**src/hw/rtl/solc_pkg.sv**
```systemverilog
// ----------------------------------------------------------------------------
// solc_pkg: shared types and constants for the stair light controller
// Holds the command codes, register indexes, state and configuration structs.
// ----------------------------------------------------------------------------
`default_nettype none

package solc_pkg;

  localparam int CNT_W     = 8;
  localparam int ELAPSED_W = 22;
  localparam int HOLD_W    = 10;
  localparam int CMD_W     = 3;
  localparam int CFG_IDX_W = 2;
  localparam int CFG_DAT_W = 22;

  // Ceiling on the person count; the count itself saturates at its field maximum.
  localparam int MAX_PEOPLE = 255;
  localparam int CNT_MAX    = (1 << CNT_W) - 1;
  localparam logic [CNT_W-1:0] COUNT_CAP =
    CNT_W'((MAX_PEOPLE > CNT_MAX) ? CNT_MAX : MAX_PEOPLE);
  localparam logic [ELAPSED_W-1:0] ELAPSED_MAX = '1;

  localparam logic [ELAPSED_W-1:0] TIMEOUT_RST = ELAPSED_W'(60000);
  localparam logic [HOLD_W-1:0]    HOLDOFF_RST = HOLD_W'(500);

  typedef enum logic [CMD_W-1:0] {
    CMD_NONE       = 3'd0,
    CMD_ON_TOP     = 3'd1,
    CMD_ON_BOTTOM  = 3'd2,
    CMD_OFF_TOP    = 3'd3,
    CMD_OFF_BOTTOM = 3'd4,
    CMD_TIMEOUT    = 3'd5
  } light_cmd_t;

  typedef enum logic [CFG_IDX_W-1:0] {
    REG_AUTO_ENABLE  = 2'd0,
    REG_RAINBOW_MODE = 2'd1,
    REG_TIMEOUT_MS   = 2'd2,
    REG_HOLDOFF_MS   = 2'd3
  } cfg_reg_t;

  typedef struct packed {
    logic                 auto_enable;
    logic                 rainbow_mode;
    logic [ELAPSED_W-1:0] timeout_ms;
    logic [HOLD_W-1:0]    holdoff_ms;
  } cfg_t;

  typedef struct packed {
    logic                 occupied;
    logic                 entered_top;
    logic                 entered_bottom;
    logic [CNT_W-1:0]     count;
    logic [ELAPSED_W-1:0] elapsed;
    logic [HOLD_W-1:0]    holdoff_left;
  } occ_state_t;

endpackage

`default_nettype wire

```
**src/hw/rtl/stair_occupancy_light_control_core.sv**
```systemverilog
// ----------------------------------------------------------------------------
// stair_occupancy_light_control_core: stair occupancy light controller
// Tracks people on a stair from top and bottom sensor ticks and issues
// light commands; one result item per tick item.
// ----------------------------------------------------------------------------
// Feed one item per millisecond tick. The block takes one item every clock
// cycle unless the output stalls and returns one result per item: the input
// register holds it, then the combinational occupancy state update writes the
// result register. Results come out in order; a stalled output holds the
// result and the input register, and in_ready drops only when both are full.
// The user writes configuration through cfg_we/cfg_index/cfg_wdata only while
// no items are in flight; the block does not enforce this. Reset values are
// auto on, rainbow off, timeout 60000 ticks and hold-off 500 ticks.
`default_nettype none

module stair_occupancy_light_control_core
  import solc_pkg::*;
(
  input  wire logic                 clk,
  input  wire logic                 rst_n,

  input  wire logic                 cfg_we,
  input  wire logic [CFG_IDX_W-1:0] cfg_index,
  input  wire logic [CFG_DAT_W-1:0] cfg_wdata,

  input  wire logic                 in_valid,
  output      logic                 in_ready,
  input  wire logic                 in_top_trigger,
  input  wire logic                 in_bottom_trigger,

  output      logic                 out_valid,
  input  wire logic                 out_ready,
  output      logic [CMD_W-1:0]     out_light_cmd,
  output      logic                 out_occupied,
  output      logic [CNT_W-1:0]     out_people_count
);

  cfg_t       cfg_r;
  occ_state_t state_r;
  occ_state_t state_nxt;
  light_cmd_t cmd_nxt;

  logic s1_valid_r;
  logic s1_top_r;
  logic s1_bot_r;
  logic s1_adv;

  logic             out_valid_r;
  light_cmd_t       out_cmd_r;
  logic             out_occ_r;
  logic [CNT_W-1:0] out_cnt_r;

  always_ff @(posedge clk) begin
    if (!rst_n) begin
      cfg_r.auto_enable  <= 1'b1;
      cfg_r.rainbow_mode <= 1'b0;
      cfg_r.timeout_ms   <= TIMEOUT_RST;
      cfg_r.holdoff_ms   <= HOLDOFF_RST;
    end else if (cfg_we) begin
      unique case (cfg_reg_t'(cfg_index))
        REG_AUTO_ENABLE:  cfg_r.auto_enable  <= cfg_wdata[0];
        REG_RAINBOW_MODE: cfg_r.rainbow_mode <= cfg_wdata[0];
        REG_TIMEOUT_MS:   cfg_r.timeout_ms   <= cfg_wdata[ELAPSED_W-1:0];
        REG_HOLDOFF_MS:   cfg_r.holdoff_ms   <= cfg_wdata[HOLD_W-1:0];
        default: ;
      endcase
    end
  end

  // advance the input stage when the result register is free or drains
  assign s1_adv   = s1_valid_r && (!out_valid_r || out_ready);
  assign in_ready = !s1_valid_r || s1_adv;

  always_ff @(posedge clk) begin
    if (!rst_n) begin
      s1_valid_r <= 1'b0;
    end else if (in_ready) begin
      s1_valid_r <= in_valid;
    end
  end

  always_ff @(posedge clk) begin
    if (in_ready && in_valid) begin
      s1_top_r <= in_top_trigger;
      s1_bot_r <= in_bottom_trigger;
    end
  end

  solc_step u_step (
    .cfg      (cfg_r),
    .cur      (state_r),
    .top_trig (s1_top_r),
    .bot_trig (s1_bot_r),
    .nxt      (state_nxt),
    .cmd      (cmd_nxt)
  );

  always_ff @(posedge clk) begin
    if (!rst_n) begin
      state_r <= '0;
    end else if (s1_adv) begin
      state_r <= state_nxt;
    end
  end

  always_ff @(posedge clk) begin
    if (!rst_n) begin
      out_valid_r <= 1'b0;
    end else if (s1_adv) begin
      out_valid_r <= 1'b1;
    end else if (out_ready) begin
      out_valid_r <= 1'b0;
    end
  end

  always_ff @(posedge clk) begin
    if (s1_adv) begin
      out_cmd_r <= cmd_nxt;
      out_occ_r <= state_nxt.occupied;
      out_cnt_r <= state_nxt.count;
    end
  end

  assign out_valid        = out_valid_r;
  assign out_light_cmd    = out_cmd_r;
  assign out_occupied     = out_occ_r;
  assign out_people_count = out_cnt_r;

  // occupancy and a nonzero count go together
  a_occ_count: assert property (@(posedge clk) disable iff (!rst_n)
    state_r.occupied == (state_r.count != '0))
    else $error("occupancy flag and person count disagree");

  // state moves only when an item passes into the result register
  a_state_hold: assert property (@(posedge clk) disable iff (!rst_n)
    !s1_adv |=> $stable(state_r))
    else $error("state changed without an item");

  // a light-on command reports exactly one person on the stairs
  a_on_one: assert property (@(posedge clk) disable iff (!rst_n)
    (out_valid_r && (out_cmd_r == CMD_ON_TOP || out_cmd_r == CMD_ON_BOTTOM))
      |-> (out_occ_r && out_cnt_r == CNT_W'(1)))
    else $error("light-on result without a single occupant");

  // an off or timeout command leaves the stairs empty
  a_off_empty: assert property (@(posedge clk) disable iff (!rst_n)
    (out_valid_r && (out_cmd_r == CMD_OFF_TOP || out_cmd_r == CMD_OFF_BOTTOM ||
                     out_cmd_r == CMD_TIMEOUT))
      |-> (!out_occ_r && out_cnt_r == '0))
    else $error("light-off result with stairs occupied");

endmodule

`default_nettype wire

```
**src/hw/rtl/solc_step.sv**
```systemverilog
// ----------------------------------------------------------------------------
// solc_step: per-tick occupancy update
// Combinational next state and light command for one tick item.
// ----------------------------------------------------------------------------
`default_nettype none

module solc_step
  import solc_pkg::*;
(
  input  cfg_t       cfg,
  input  occ_state_t cur,
  input  logic       top_trig,
  input  logic       bot_trig,
  output occ_state_t nxt,
  output light_cmd_t cmd
);

  logic t;
  logic b;
  logic cnt_gt1;
  logic cnt_eq1;
  logic [CNT_W-1:0] cnt_inc;

  assign cnt_gt1 = cur.count > CNT_W'(1);
  assign cnt_eq1 = cur.count == CNT_W'(1);
  assign cnt_inc = (cur.count < COUNT_CAP) ? cur.count + CNT_W'(1) : cur.count;

  always_comb begin
    nxt = cur;
    cmd = CMD_NONE;
    t   = top_trig;
    b   = bot_trig;
    if (cfg.auto_enable) begin
      if (cur.occupied && cur.elapsed != ELAPSED_MAX) begin
        nxt.elapsed = cur.elapsed + ELAPSED_W'(1);
      end
      // drop triggers while the hold-off runs
      if (cur.holdoff_left != '0) begin
        nxt.holdoff_left = cur.holdoff_left - HOLD_W'(1);
        t = 1'b0;
        b = 1'b0;
      end

      if (t && !cur.occupied) begin
        cmd              = cfg.rainbow_mode ? CMD_NONE : CMD_ON_TOP;
        nxt.occupied     = 1'b1;
        nxt.entered_top  = 1'b1;
        nxt.count        = CNT_W'(1);
        nxt.elapsed      = '0;
      end else if (t && cur.entered_top) begin
        nxt.count        = cnt_inc;
        nxt.holdoff_left = cfg.holdoff_ms;
      end else if (b && cur.occupied && cur.entered_top && cnt_gt1) begin
        nxt.count        = cur.count - CNT_W'(1);
        nxt.holdoff_left = cfg.holdoff_ms;
      end else if (b && cur.occupied && cur.entered_top && cnt_eq1) begin
        cmd              = CMD_OFF_TOP;
        nxt.occupied     = 1'b0;
        nxt.entered_top  = 1'b0;
        nxt.count        = '0;
        nxt.elapsed      = '0;
      end else if (b && !cur.occupied) begin
        cmd                = cfg.rainbow_mode ? CMD_NONE : CMD_ON_BOTTOM;
        nxt.occupied       = 1'b1;
        nxt.entered_bottom = 1'b1;
        nxt.count          = CNT_W'(1);
        nxt.elapsed        = '0;
      end else if (b && cur.entered_bottom) begin
        nxt.count        = cnt_inc;
        nxt.holdoff_left = cfg.holdoff_ms;
      end else if (t && cur.occupied && cur.entered_bottom && cnt_gt1) begin
        nxt.count        = cur.count - CNT_W'(1);
        nxt.holdoff_left = cfg.holdoff_ms;
      end else if (t && cur.occupied && cur.entered_bottom && cnt_eq1) begin
        cmd                = CMD_OFF_BOTTOM;
        nxt.occupied       = 1'b0;
        nxt.entered_bottom = 1'b0;
        nxt.count          = '0;
        nxt.elapsed        = '0;
      end

      // timeout wins over any command of this tick
      if (nxt.occupied && nxt.elapsed >= cfg.timeout_ms) begin
        nxt = '0;
        cmd = CMD_TIMEOUT;
      end
    end
  end

endmodule

`default_nettype wire

```
**config.mk**
```make
export PLATFORM = sky130hd
export DESIGN_NAME = stair_occupancy_light_control_core
export DESIGN_NICKNAME = d
export VERILOG_FILES = /design/src/hw/rtl/solc_pkg.sv /design/src/hw/rtl/stair_occupancy_light_control_core.sv /design/src/hw/rtl/solc_step.sv
export SDC_FILE = /design/constraint.sdc
export NUM_CORES = 1
export LEC_CHECK = 0
export BUFFER_PORTS_ARGS = -buffer_cell sky130_fd_sc_hd__buf_2
export CAP_MARGIN = 20
export CORE_AREA = 5 5 83 124
export CTS_CLUSTER_DIAMETER = 80
export DETAILED_ROUTE_END_ITERATION = 6
export DIE_AREA = 0 0 88 129
export PLACE_DENSITY = 0.85
export SLEW_MARGIN = 30
export SYNTH_ARGS = -nofsm -noshare
export SYNTH_HDL_FRONTEND = slang
export SYNTH_SLANG_ARGS = --single-unit
```
**constraint.sdc**
```tcl
create_clock -name clk -period 12.6 [get_ports clk]
set_clock_uncertainty 0.15 [all_clocks]
set_input_delay 2.52 -clock clk [delete_from_list [all_inputs] [get_ports clk]]
set_output_delay 2.52 -clock clk [all_outputs]
set_load 0.02 [all_outputs]
```
# ---- After elaboration in Yosys (flattened, before gate mapping)
# Index checks and enable logic that the tools add are counted.
dict set report totals {
  output_inout_bits 14
  wordCells 131
  register_bits 93
}
dict set report op_classes {
  add_sub_neg 4
  magnitude_cmp 3
  n_reduce_logical 32
  muxes 58
  eq_ne 15
  bitwise 1
}
# cell n
set ops {}
lappend ops {{$mux W22} 6}
lappend ops {{$mux W31} 3}
lappend ops {{$mux W30} 3}
lappend ops {{$mux W43} 2}
lappend ops {{$mux W10} 8}
lappend ops {{$mux W8} 5}
lappend ops {{$mux W3} 11}
lappend ops {{$add A22 B1 Y22 const B} 1}
lappend ops {{$ge A22 B22 Y1} 1}
lappend ops {{$ne A22 B22 Y1 const B} 1}
lappend ops {{$mux W1} 17}
lappend ops {{$logic_and A1 B1 Y1} 16}
lappend ops {{$reduce_and A2 Y1} 5}
lappend ops {{$reduce_bool A10 Y1} 1}
lappend ops {{$sub A10 B1 Y10 const B} 1}
lappend ops {{$reduce_and A9 Y1} 1}
lappend ops {{$add A8 B1 Y8 const B} 1}
lappend ops {{$eq A8 B1 Y1 const B} 1}
lappend ops {{$gt A8 B1 Y1 const B} 1}
lappend ops {{$lt A8 B8 Y1 const B} 1}
lappend ops {{$ne A2 B2 Y1 const B} 4}
lappend ops {{$ne A4 B1 Y1 const B} 2}
lappend ops {{$ne A4 B3 Y1 const B} 2}
lappend ops {{$sub A8 B1 Y8 const B} 1}
lappend ops {{11 further kinds} 18}

# ---- Longest topological paths before layout
# Gate-level depths: netlist of run 1.
dict set report logic_depth {
  word_depth 20
  mapped_depth 19
  depth_no_buf 15
}

# ---- By module
# Synthesis of run 1 repeated with hierarchy kept, for this count alone.
dict set report unflattened {
  cells_unflattened 903
  area_unflattened_um2 6794.0
}
# module cells_per_inst instances area_per_inst_um2
set modules_own_cells {}
lappend modules_own_cells {stair_occupancy_light_control_core 358 1 3448.3}
lappend modules_own_cells {solc_step 545 1 3345.7}

# ---- Least setup slack after synthesis of run 1
# OpenSTA, ideal clock, no wires.
dict set report synth_timing {
  path_kind {input -> output}
  start {input port out_ready}
  end {output port in_ready}
  arrival_ns 2.846
  stages 2
  slack_ns 7.084
  t_required_ns 9.930
  path_buffers 0
  path_cell_list {nor2b_1 nand2_1}
}
dict set report synth_via {
  elab_chain_len 3
}
# item line
set synth_rtl {}
lappend synth_rtl {{start, declared} stair_occupancy_light_control_core.sv:32} ;# input wire logic out_ready,
lappend synth_rtl {{$logic_or A1 B1 Y1} stair_occupancy_light_control_core.sv:71} ;# assign s1_adv = s1_valid_r && (!out_valid_r || out_ready);
lappend synth_rtl {{$logic_and A1 B1 Y1} stair_occupancy_light_control_core.sv:71}
lappend synth_rtl {{$logic_or A1 B1 Y1} stair_occupancy_light_control_core.sv:72} ;# assign in_ready = !s1_valid_r || s1_adv;
lappend synth_rtl {{end, declared} stair_occupancy_light_control_core.sv:27} ;# output logic in_ready,
# Every way passes these cells.

# ---- Worst setup path after layout of run 1
dict set report layout_timing {
  start {register state_r[37] in the netlist's numbering}
  end {register state_r[36] in the netlist's numbering}
}
dict set report layout_via {
  elab_chain_len 16
  word_cells_on_any_way 35
  cone_classes {3 x order compare; 1 x eq/ne; 26 x mux; 5 x reduce/logical}
}
# item line
set layout_rtl {}
lappend layout_rtl {{start, declared} stair_occupancy_light_control_core.sv:39} ;# occ_state_t state_r;
lappend layout_rtl {{start signal, assigned} stair_occupancy_light_control_core.sv:102} ;# state_r <= state_nxt;
lappend layout_rtl {{branches (longest 14 deep; another with $ge A22 B22 Y1)} --}
lappend layout_rtl {{$mux W43 *} solc_step.sv:83} ;# if (nxt.occupied && nxt.elapsed >= cfg.timeout_ms) begin
lappend layout_rtl {{$mux W43 *} solc_step.sv:33} ;# if (cfg.auto_enable) begin
# Mark *: on every way between the ends. The select of a mux whose other input is x is not followed.
# A chain may end at the register's enable or synchronous reset.

==> results of run 1 <==
==> cell families after synthesis <==
kind of cell	after synthesis	share of synthesized area, %
AO/OA/AOI/OAI	195	23.1
XOR/XNOR	22	3.28
adder cells (fa/ha/maj)	28	5.97
buffers and inverters	88	6.59
flip-flops	93	34.1
multiplexers	7	1.19
AND/OR/NAND/NOR	304	25.8
==> placed cells by master (no fill, tap or decap), drive strengths merged, types with 8 or more instances in the layout <==
master	count
nand2	106
dfxtp	79
nor2	62
a21oi	52
buf	46
inv	41
nand3	41
ha	28
o21ai	25
nor3	23
a22o	21
nand4	16
a31oi	15
o211ai	15
edfxtp	14
xor2	12
and3	10
xnor2	10
clkbuf	10
nor4	8
o22ai	8
and4	8
==> routing by layer <==
| metal | GRT usage [%] | vias up | wire length [um] |
|---|---|---|---|
| met1 | 32.5 | 2697 | 6090 |
| met3 | 4.42 | 67 | 788 |
| met4 | 16.2 | 0 | 797 |
| met5 | 0 | - | 0 |
| li1 | - | 2720 | - |
| met2 | 51.5 | 206 | 8200 |
==> worst max path at each step <==
stage	start	slack, ns	endpoint
after global placement	out_ready	6.90	in_ready
final	state_r[37]	6.81	state_r[36]
after floorplan	out_ready	7.08	in_ready
after detailed placement	out_ready	6.88	in_ready
after CTS	out_ready	6.88	in_ready
after global routing	state_r[0]	6.49	state_r[8]
==> worst min-delay path, stage by stage (launching register included) <==
cell and delay, ns:
dfxtp_1 0.31, nand2_1 0.05, a21oi_1 0.05
==> power groups by stage <==
stage                     clock [mW]  sequential [mW]  combinational, mW
after detailed placement           0            0.376              0.549
final                          0.281            0.371              0.560
after global placement             0            0.374              0.536
after floorplan                    0            0.370              0.473
after global routing           0.297            0.374              0.614
after CTS                      0.282            0.369              0.552
==> state kept, by name (all words and copies together) (netlist names) <==
| signal | count |
|---|---|
| s1_bot_r | 1 |
| out_valid | 1 |
| s1_top_r | 1 |
| state_r | 43 |
| out_light_cmd | 3 |
| cfg_r | 34 |
| out_occupied | 1 |
| s1_valid_r | 1 |
| out_people_count | 8 |
==> layout make-up <==
cell class                      count  share of cell area (%)
Clock buffer                       10                    3.77
Clock inverter                      6                    1.11
Inverter                           42                    2.49
Multi-Input combinational cell    556                    55.1
Sequential cell                    93                    31.6
Tap cell                          112                    2.21
Timing Repair Buffer               46                    3.71
==> flow_summary_export.csv, run 1 <==
group,metric,value,unit
global_route,grt_max_degree,36,
yosys,yosys-top-cells-area,"dfxtp_1 (27%), edfxtp_1 (7.2%), nand2_1 (6.8%)",
timing,hold_ws,0.305,ns
worst_setup_path,crit_chain,"nor3_1, a31oi_1, o21ai_2, a21o_1, nand2b_1, ha_1, nand2b_1, a21oi_1, o221ai_1, a221o_1, o21ai_4, nand3_2, o21ai_0",
timing,setup_viol,0,
timing,worst_pin_slew,0.899,ns
pwr,power_leakage,2.47,nW
pwr,pwr_density_cell,191,nW/um^2
place,dp.cells,849,
routing,wirelength,15.9,mm
clock_network,ctsResizeCount,0,
worst_setup_path,crit_cells,13,
pwr,sw_frac_of_total,42.8,%
timing,setup_ws,6.81,ns
pwr,netSwitchingPower,0.519,mW
worst_setup_path,rr_startpoint,"state_r[37]",
timing,clock.fmax,0.173,GHz
clock_network,cts_buffers,9,
place,dp_hpwl,11.5,mm
yosys,post-synth-top-area-cell,"dfxtp_1",
clock_network,cts_setup_buffers,0,
floorplanning,start_util,64.5,%
pwr,total_power,1.21,mW
routing,drtPass1Iterations,6,
routing,routed_via_density,6.58,
routing,route.detailed.drc,0,
timing,drv_slew,0,
timing,setup_tns,0,ns
pwr,irDropWorstVdd,0.136,mV
routing,wl_per_cell,18.4,um
floorplanning,die_area,11400,um^2
yosys,syn_inst,737,
layout,final_util,69.7,%
worst_setup_path,rr_endpoint,"state_r[36]",
yosys,ys_seq_area_share,34.1,%
place,io_buffers,44,
clock_network,insertion_delay,0.35,ns
floorplanning,die_y,129,um
routing,ant_nets,0,
yosys,synth_edf_count,14,
timing,finalCritPeriodShare,45.9,%
worst_hold_path,holdPathStages,2,
place,post-place-ws,6.88,ns
yosys,avgSynthCellArea,7.96,um^2
worst_setup_path,start_kind,"register",
layout,stdcell_area,6330,um^2
clock_network,cts_buffer_depth,2,
worst_setup_path,critical_path_class,"register to register",
clock_network,h-tree-depth,3,
global_route,grt_usage,29.0,%
worst_setup_path,path_buf_inv,0,
yosys,yosysMostFrequentCell,"nand2_1",
worst_setup_path,crit_path_max_incr_delay,0.80,ns
place,place_area,6020,um^2
layout,layout.area.seq,2000,um^2
yosys,yosysTopAreaCellShare,27.0,%
pwr,p_int,0.693,mW
layout,n_antenna_cell,0,
worst_setup_path,cp_top_family,"compound AO/OA/AOI/OAI gates",
floorplanning,design.core.area,9090,um^2
global_route,grt_pass1_wl,26.1,mm
pwr,p_clk_share,23.2,%
pwr,p_comb_share,46.2,%
clock_network,tritoncts,"built",
clock_network,root_buffer,"clkbuf_16",
clock_network,clock_sinks,93,
pwr,seqPwrFrac,30.6,%
global_route,antenna_found_initial,0,
worst_hold_path,hp-start,"cfg_r[28]",
timing,hold_viol_final,0,
worst_setup_path,crit_path_max_fanout,27,
worst_setup_path,worstPathRequired,12.71,ns
layout,drive_above_1_share,10.9,%
layout,area.growth.synth_to_final,7.93,%
yosys,yosysUniqueCellTypes,71,
layout,final_cells,865,
clock_network,path_clk_slew,0.07,ns
worst_setup_path,cp_data_arrival_time,5.90,ns
global_route,globalRoute.totalOverflow,0,
global_route,grt_pass1_vias,5474,
layout,nets,807,
yosys,synthTopCellsByCount,"nand2_1 (106), dfxtp_1 (79), nor2_1 (60), a21oi_1 (52), inv_1 (40)",
place,gp_congestion,0.933,
clock_network,ctsHoldBuffers,0,
worst_hold_path,hp-class,"register to register",
layout,fillCellCount,747,
job,drv_cap,0,
worst_setup_path,critPathMostFrequentCell,"nand2b_1",
yosys,synth_flop_cell,"dfxtp_1",
worst_setup_path,ff2ff_setup_slack,6.81,ns
routing,first_iter_violations,513,
routing,vias,5690,
yosys,syn_area,5870,um^2
floorplanning,die_width,88,um
floorplanning,placementRows,43,
worst_setup_path,critPathCaptureType,"register",
yosys,yosysWarnings,0,
outcome,outcome,"finished clean",
layout,multi_input_area,3490,um^2
timing,min_period,5.79,ns
worst_setup_path,r2r_cells,13,
yosys,ys_ff_latch,93,
worst_hold_path,hold_end,"cfg_r[28]",
timing,rsz0062_at_grt,"no",
yosys,synth_nets,796,
worst_setup_path,crit_slowest_cell,"a21o_1",
floorplanning,design.portCount,45,
timing,slew-limit-headroom,40.1,%
yosys,synth-async-reset-ratio,0,%
Power figures use the tool's default switching activity.
==> inputs of run 2 (changes only) <==
Settings changed: CORE_AREA 5 5 83 124 to 5 5 91 135, DIE_AREA 0 0 88 129 to 0 0 96 140, PLACE_DENSITY 0.85 to 0.75.
Clock period 12.6 ns to 5 ns, I/O delays scaled along.
==> run 2 against run 1 <==
Compared with the run above:
- global-route usage is 3.4 points lower
- sequential cell count did not move
- combinational power rose to 2.7 times the previous value
- largest cell class unchanged
- critical path type unchanged
- first-iteration DRC count is 16% lower
- non-clock buffer count rose by 12
- critical endpoint is now state_r[22]
==> flow_summary_export.csv, run 2 (synthesis results as in run 1) <==
group,metric,value,unit
clock_network,root_buffer,"clkbuf_16",
pwr,p_comb_share,48.5,%
layout,drive_above_1_share,12.3,%
timing,finalCritPeriodShare,90.2,%
pwr,sw_frac_of_total,43.1,%
global_route,grt_usage,25.7,%
timing,drv_slew,0,
worst_setup_path,critPathMostFrequentCell,"a21o_1",
layout,largest_reg_flops,43,
routing,drtPass1Iterations,6,
place,io_buffers,44,
worst_setup_path,crit_path_max_fanout,22,
pwr,p_int,1.79,mW
timing,worst_pin_slew,0.896,ns
clock_network,cts_setup_buffers,0,
worst_hold_path,hp-class,"register to register",
clock_network,tritoncts,"built",
global_route,globalRoute.totalOverflow,0,
timing,rsz0062_at_grt,"no",
layout,area.growth.synth_to_final,10.0,%
global_route,grt_pass1_wl,27.3,mm
clock_network,cts_buffers,9,
routing,ant_nets,0,
timing,slew-limit-headroom,39.7,%
timing,clock.fmax,0.222,GHz
worst_setup_path,crit_path_max_incr_delay,0.51,ns
floorplanning,die_y,140,um
routing,wl_per_cell,18.3,um
clock_network,clock_sinks,93,
pwr,power_leakage,2.53,nW
routing,routed_via_density,6.24,
pwr,pwr_density_cell,487,nW/um^2
worst_setup_path,path_buf_inv,3,
worst_setup_path,start_kind,"register",
layout,nets,819,
job,drv_cap,0,
place,gp_congestion,0.965,
clock_network,h-tree-depth,3,
worst_setup_path,crit_chain,"inv_1, ha_1, or4b_1, nor3_4, and3_1, a21o_1, buf_4, nor2_1, ha_1, a21o_1, a21o_1, a221o_1, o21ai_4, buf_4, nand2_1, o31ai_1",
worst_setup_path,cp_data_arrival_time,4.62,ns
worst_setup_path,worstPathRequired,5.11,ns
place,dp_hpwl,12.4,mm
timing,hold_viol_final,0,
floorplanning,design.core.area,10900,um^2
floorplanning,design.portCount,45,
timing,setup_viol,0,
worst_setup_path,critical_path_class,"register to register",
outcome,outcome,"finished clean",
routing,wl_met3,809,um
worst_setup_path,crit_slowest_cell,"or4b_1",
timing,hold_ws,0.305,ns
layout,n_antenna_cell,0,
clock_network,insertion_delay,0.35,ns
global_route,grt_max_degree,36,
clock_network,path_clk_slew,0.07,ns
pwr,p_clk_share,22.0,%
clock_network,cts_buffer_depth,2,
routing,wirelength,16.7,mm
routing,route.detailed.drc,0,
floorplanning,placementRows,47,
routing,vias,5693,
worst_setup_path,critPathCaptureType,"register",
pwr,total_power,3.15,mW
global_route,grt_pass1_vias,5501,
layout,regMostFlops,"state_r",
routing,routed-wl-met2,8.73,mm
timing,min_period,4.51,ns
routing,first_iter_violations,430,
layout,final_util,59.0,%
pwr,irDropWorstVdd,0.291,mV
clock_network,ctsResizeCount,0,
floorplanning,start_util,53.6,%
global_route,antenna_found_initial,0,
routing,top_layer_used,"met4",
pwr,seqPwrFrac,29.5,%
pwr,netSwitchingPower,1.35,mW
timing,setup_tns,0,ns
floorplanning,die_area,13400,um^2
clock_network,ctsHoldBuffers,0,
layout,most-common-layout-cells,"nand2_1 (106), dfxtp_1 (79), nor2_1 (58)",
floorplanning,die_width,96,um
layout,layout_commonest_cell,"nand2_1",
routing,met1Wirelength,6.37,mm
worst_setup_path,cp_top_family,"compound AO/OA/AOI/OAI gates",
[run 2: changes by cell type in the layout (fill, tap and decap cells not counted)]
cell / change
bufinv_16: -1
clkbuf_16: +1
buf_4: +12
clkinv_4: -1
clkbuf_8: -1
inv_6: +2
[run 2: metal layers]
metal	global-route usage (%)	vias up
li1	-	2743
met1	29.8	2666
met2	44.6	226
met3	3.54	58
met4	13.1	0
met5	0	-
[run 2: tightest hold or removal path, delay by kind of cell, from the launching register on]
family             cells  cell delay (ns)
AOI/OAI and AO/OA      1             0.05
and+or+nand+nor        1             0.05
DFF                    1             0.31
[run 2: worst paths after layout]
| path | from | endpoint | slack (ns) | depth (start not counted) |
|---|---|---|---|---|
| max | state_r[0] | state_r[22] | 0.49 | 16 |
| min reg2reg | cfg_r[26] | cfg_r[26] | 0.30 | 2 |
| max reg2reg | state_r[0] | state_r[22] | 0.49 | 16 |
| min | cfg_r[26] | cfg_r[26] | 0.30 | 2 |
[run 2: through the flow]
step                area [um^2]  setup WS [ns]  cells
finish                     6460          0.491    912
detailed placement         6160          0.552    896
CTS                        6460          0.507    912
global placement           6150          0.757    896
floorplan                  5870          0.905    737
global route               6460          0.172    912
[run 2: area by class of cell]
class                      count  area, um^2
fill                        1039        4480
multi-input combinational    556        3490
sequential                    93        2000
timing repair buffer          58         325
clock buffer                  10         250
tap                          147         184
inverter                      42         158
clock inverter                 6        48.8
[run 2: power groups by stage]
stage          Clock (mW)  Sequential, mW  Combinational, mW
2_1_floorplan           0           0.931               1.19
3_3_place_gp            0           0.937               1.46
3_5_place_dp            0           0.941               1.50
4_1_cts             0.698           0.924               1.51
5_1_grt             0.732           0.938               1.67
6_report            0.691           0.929               1.53
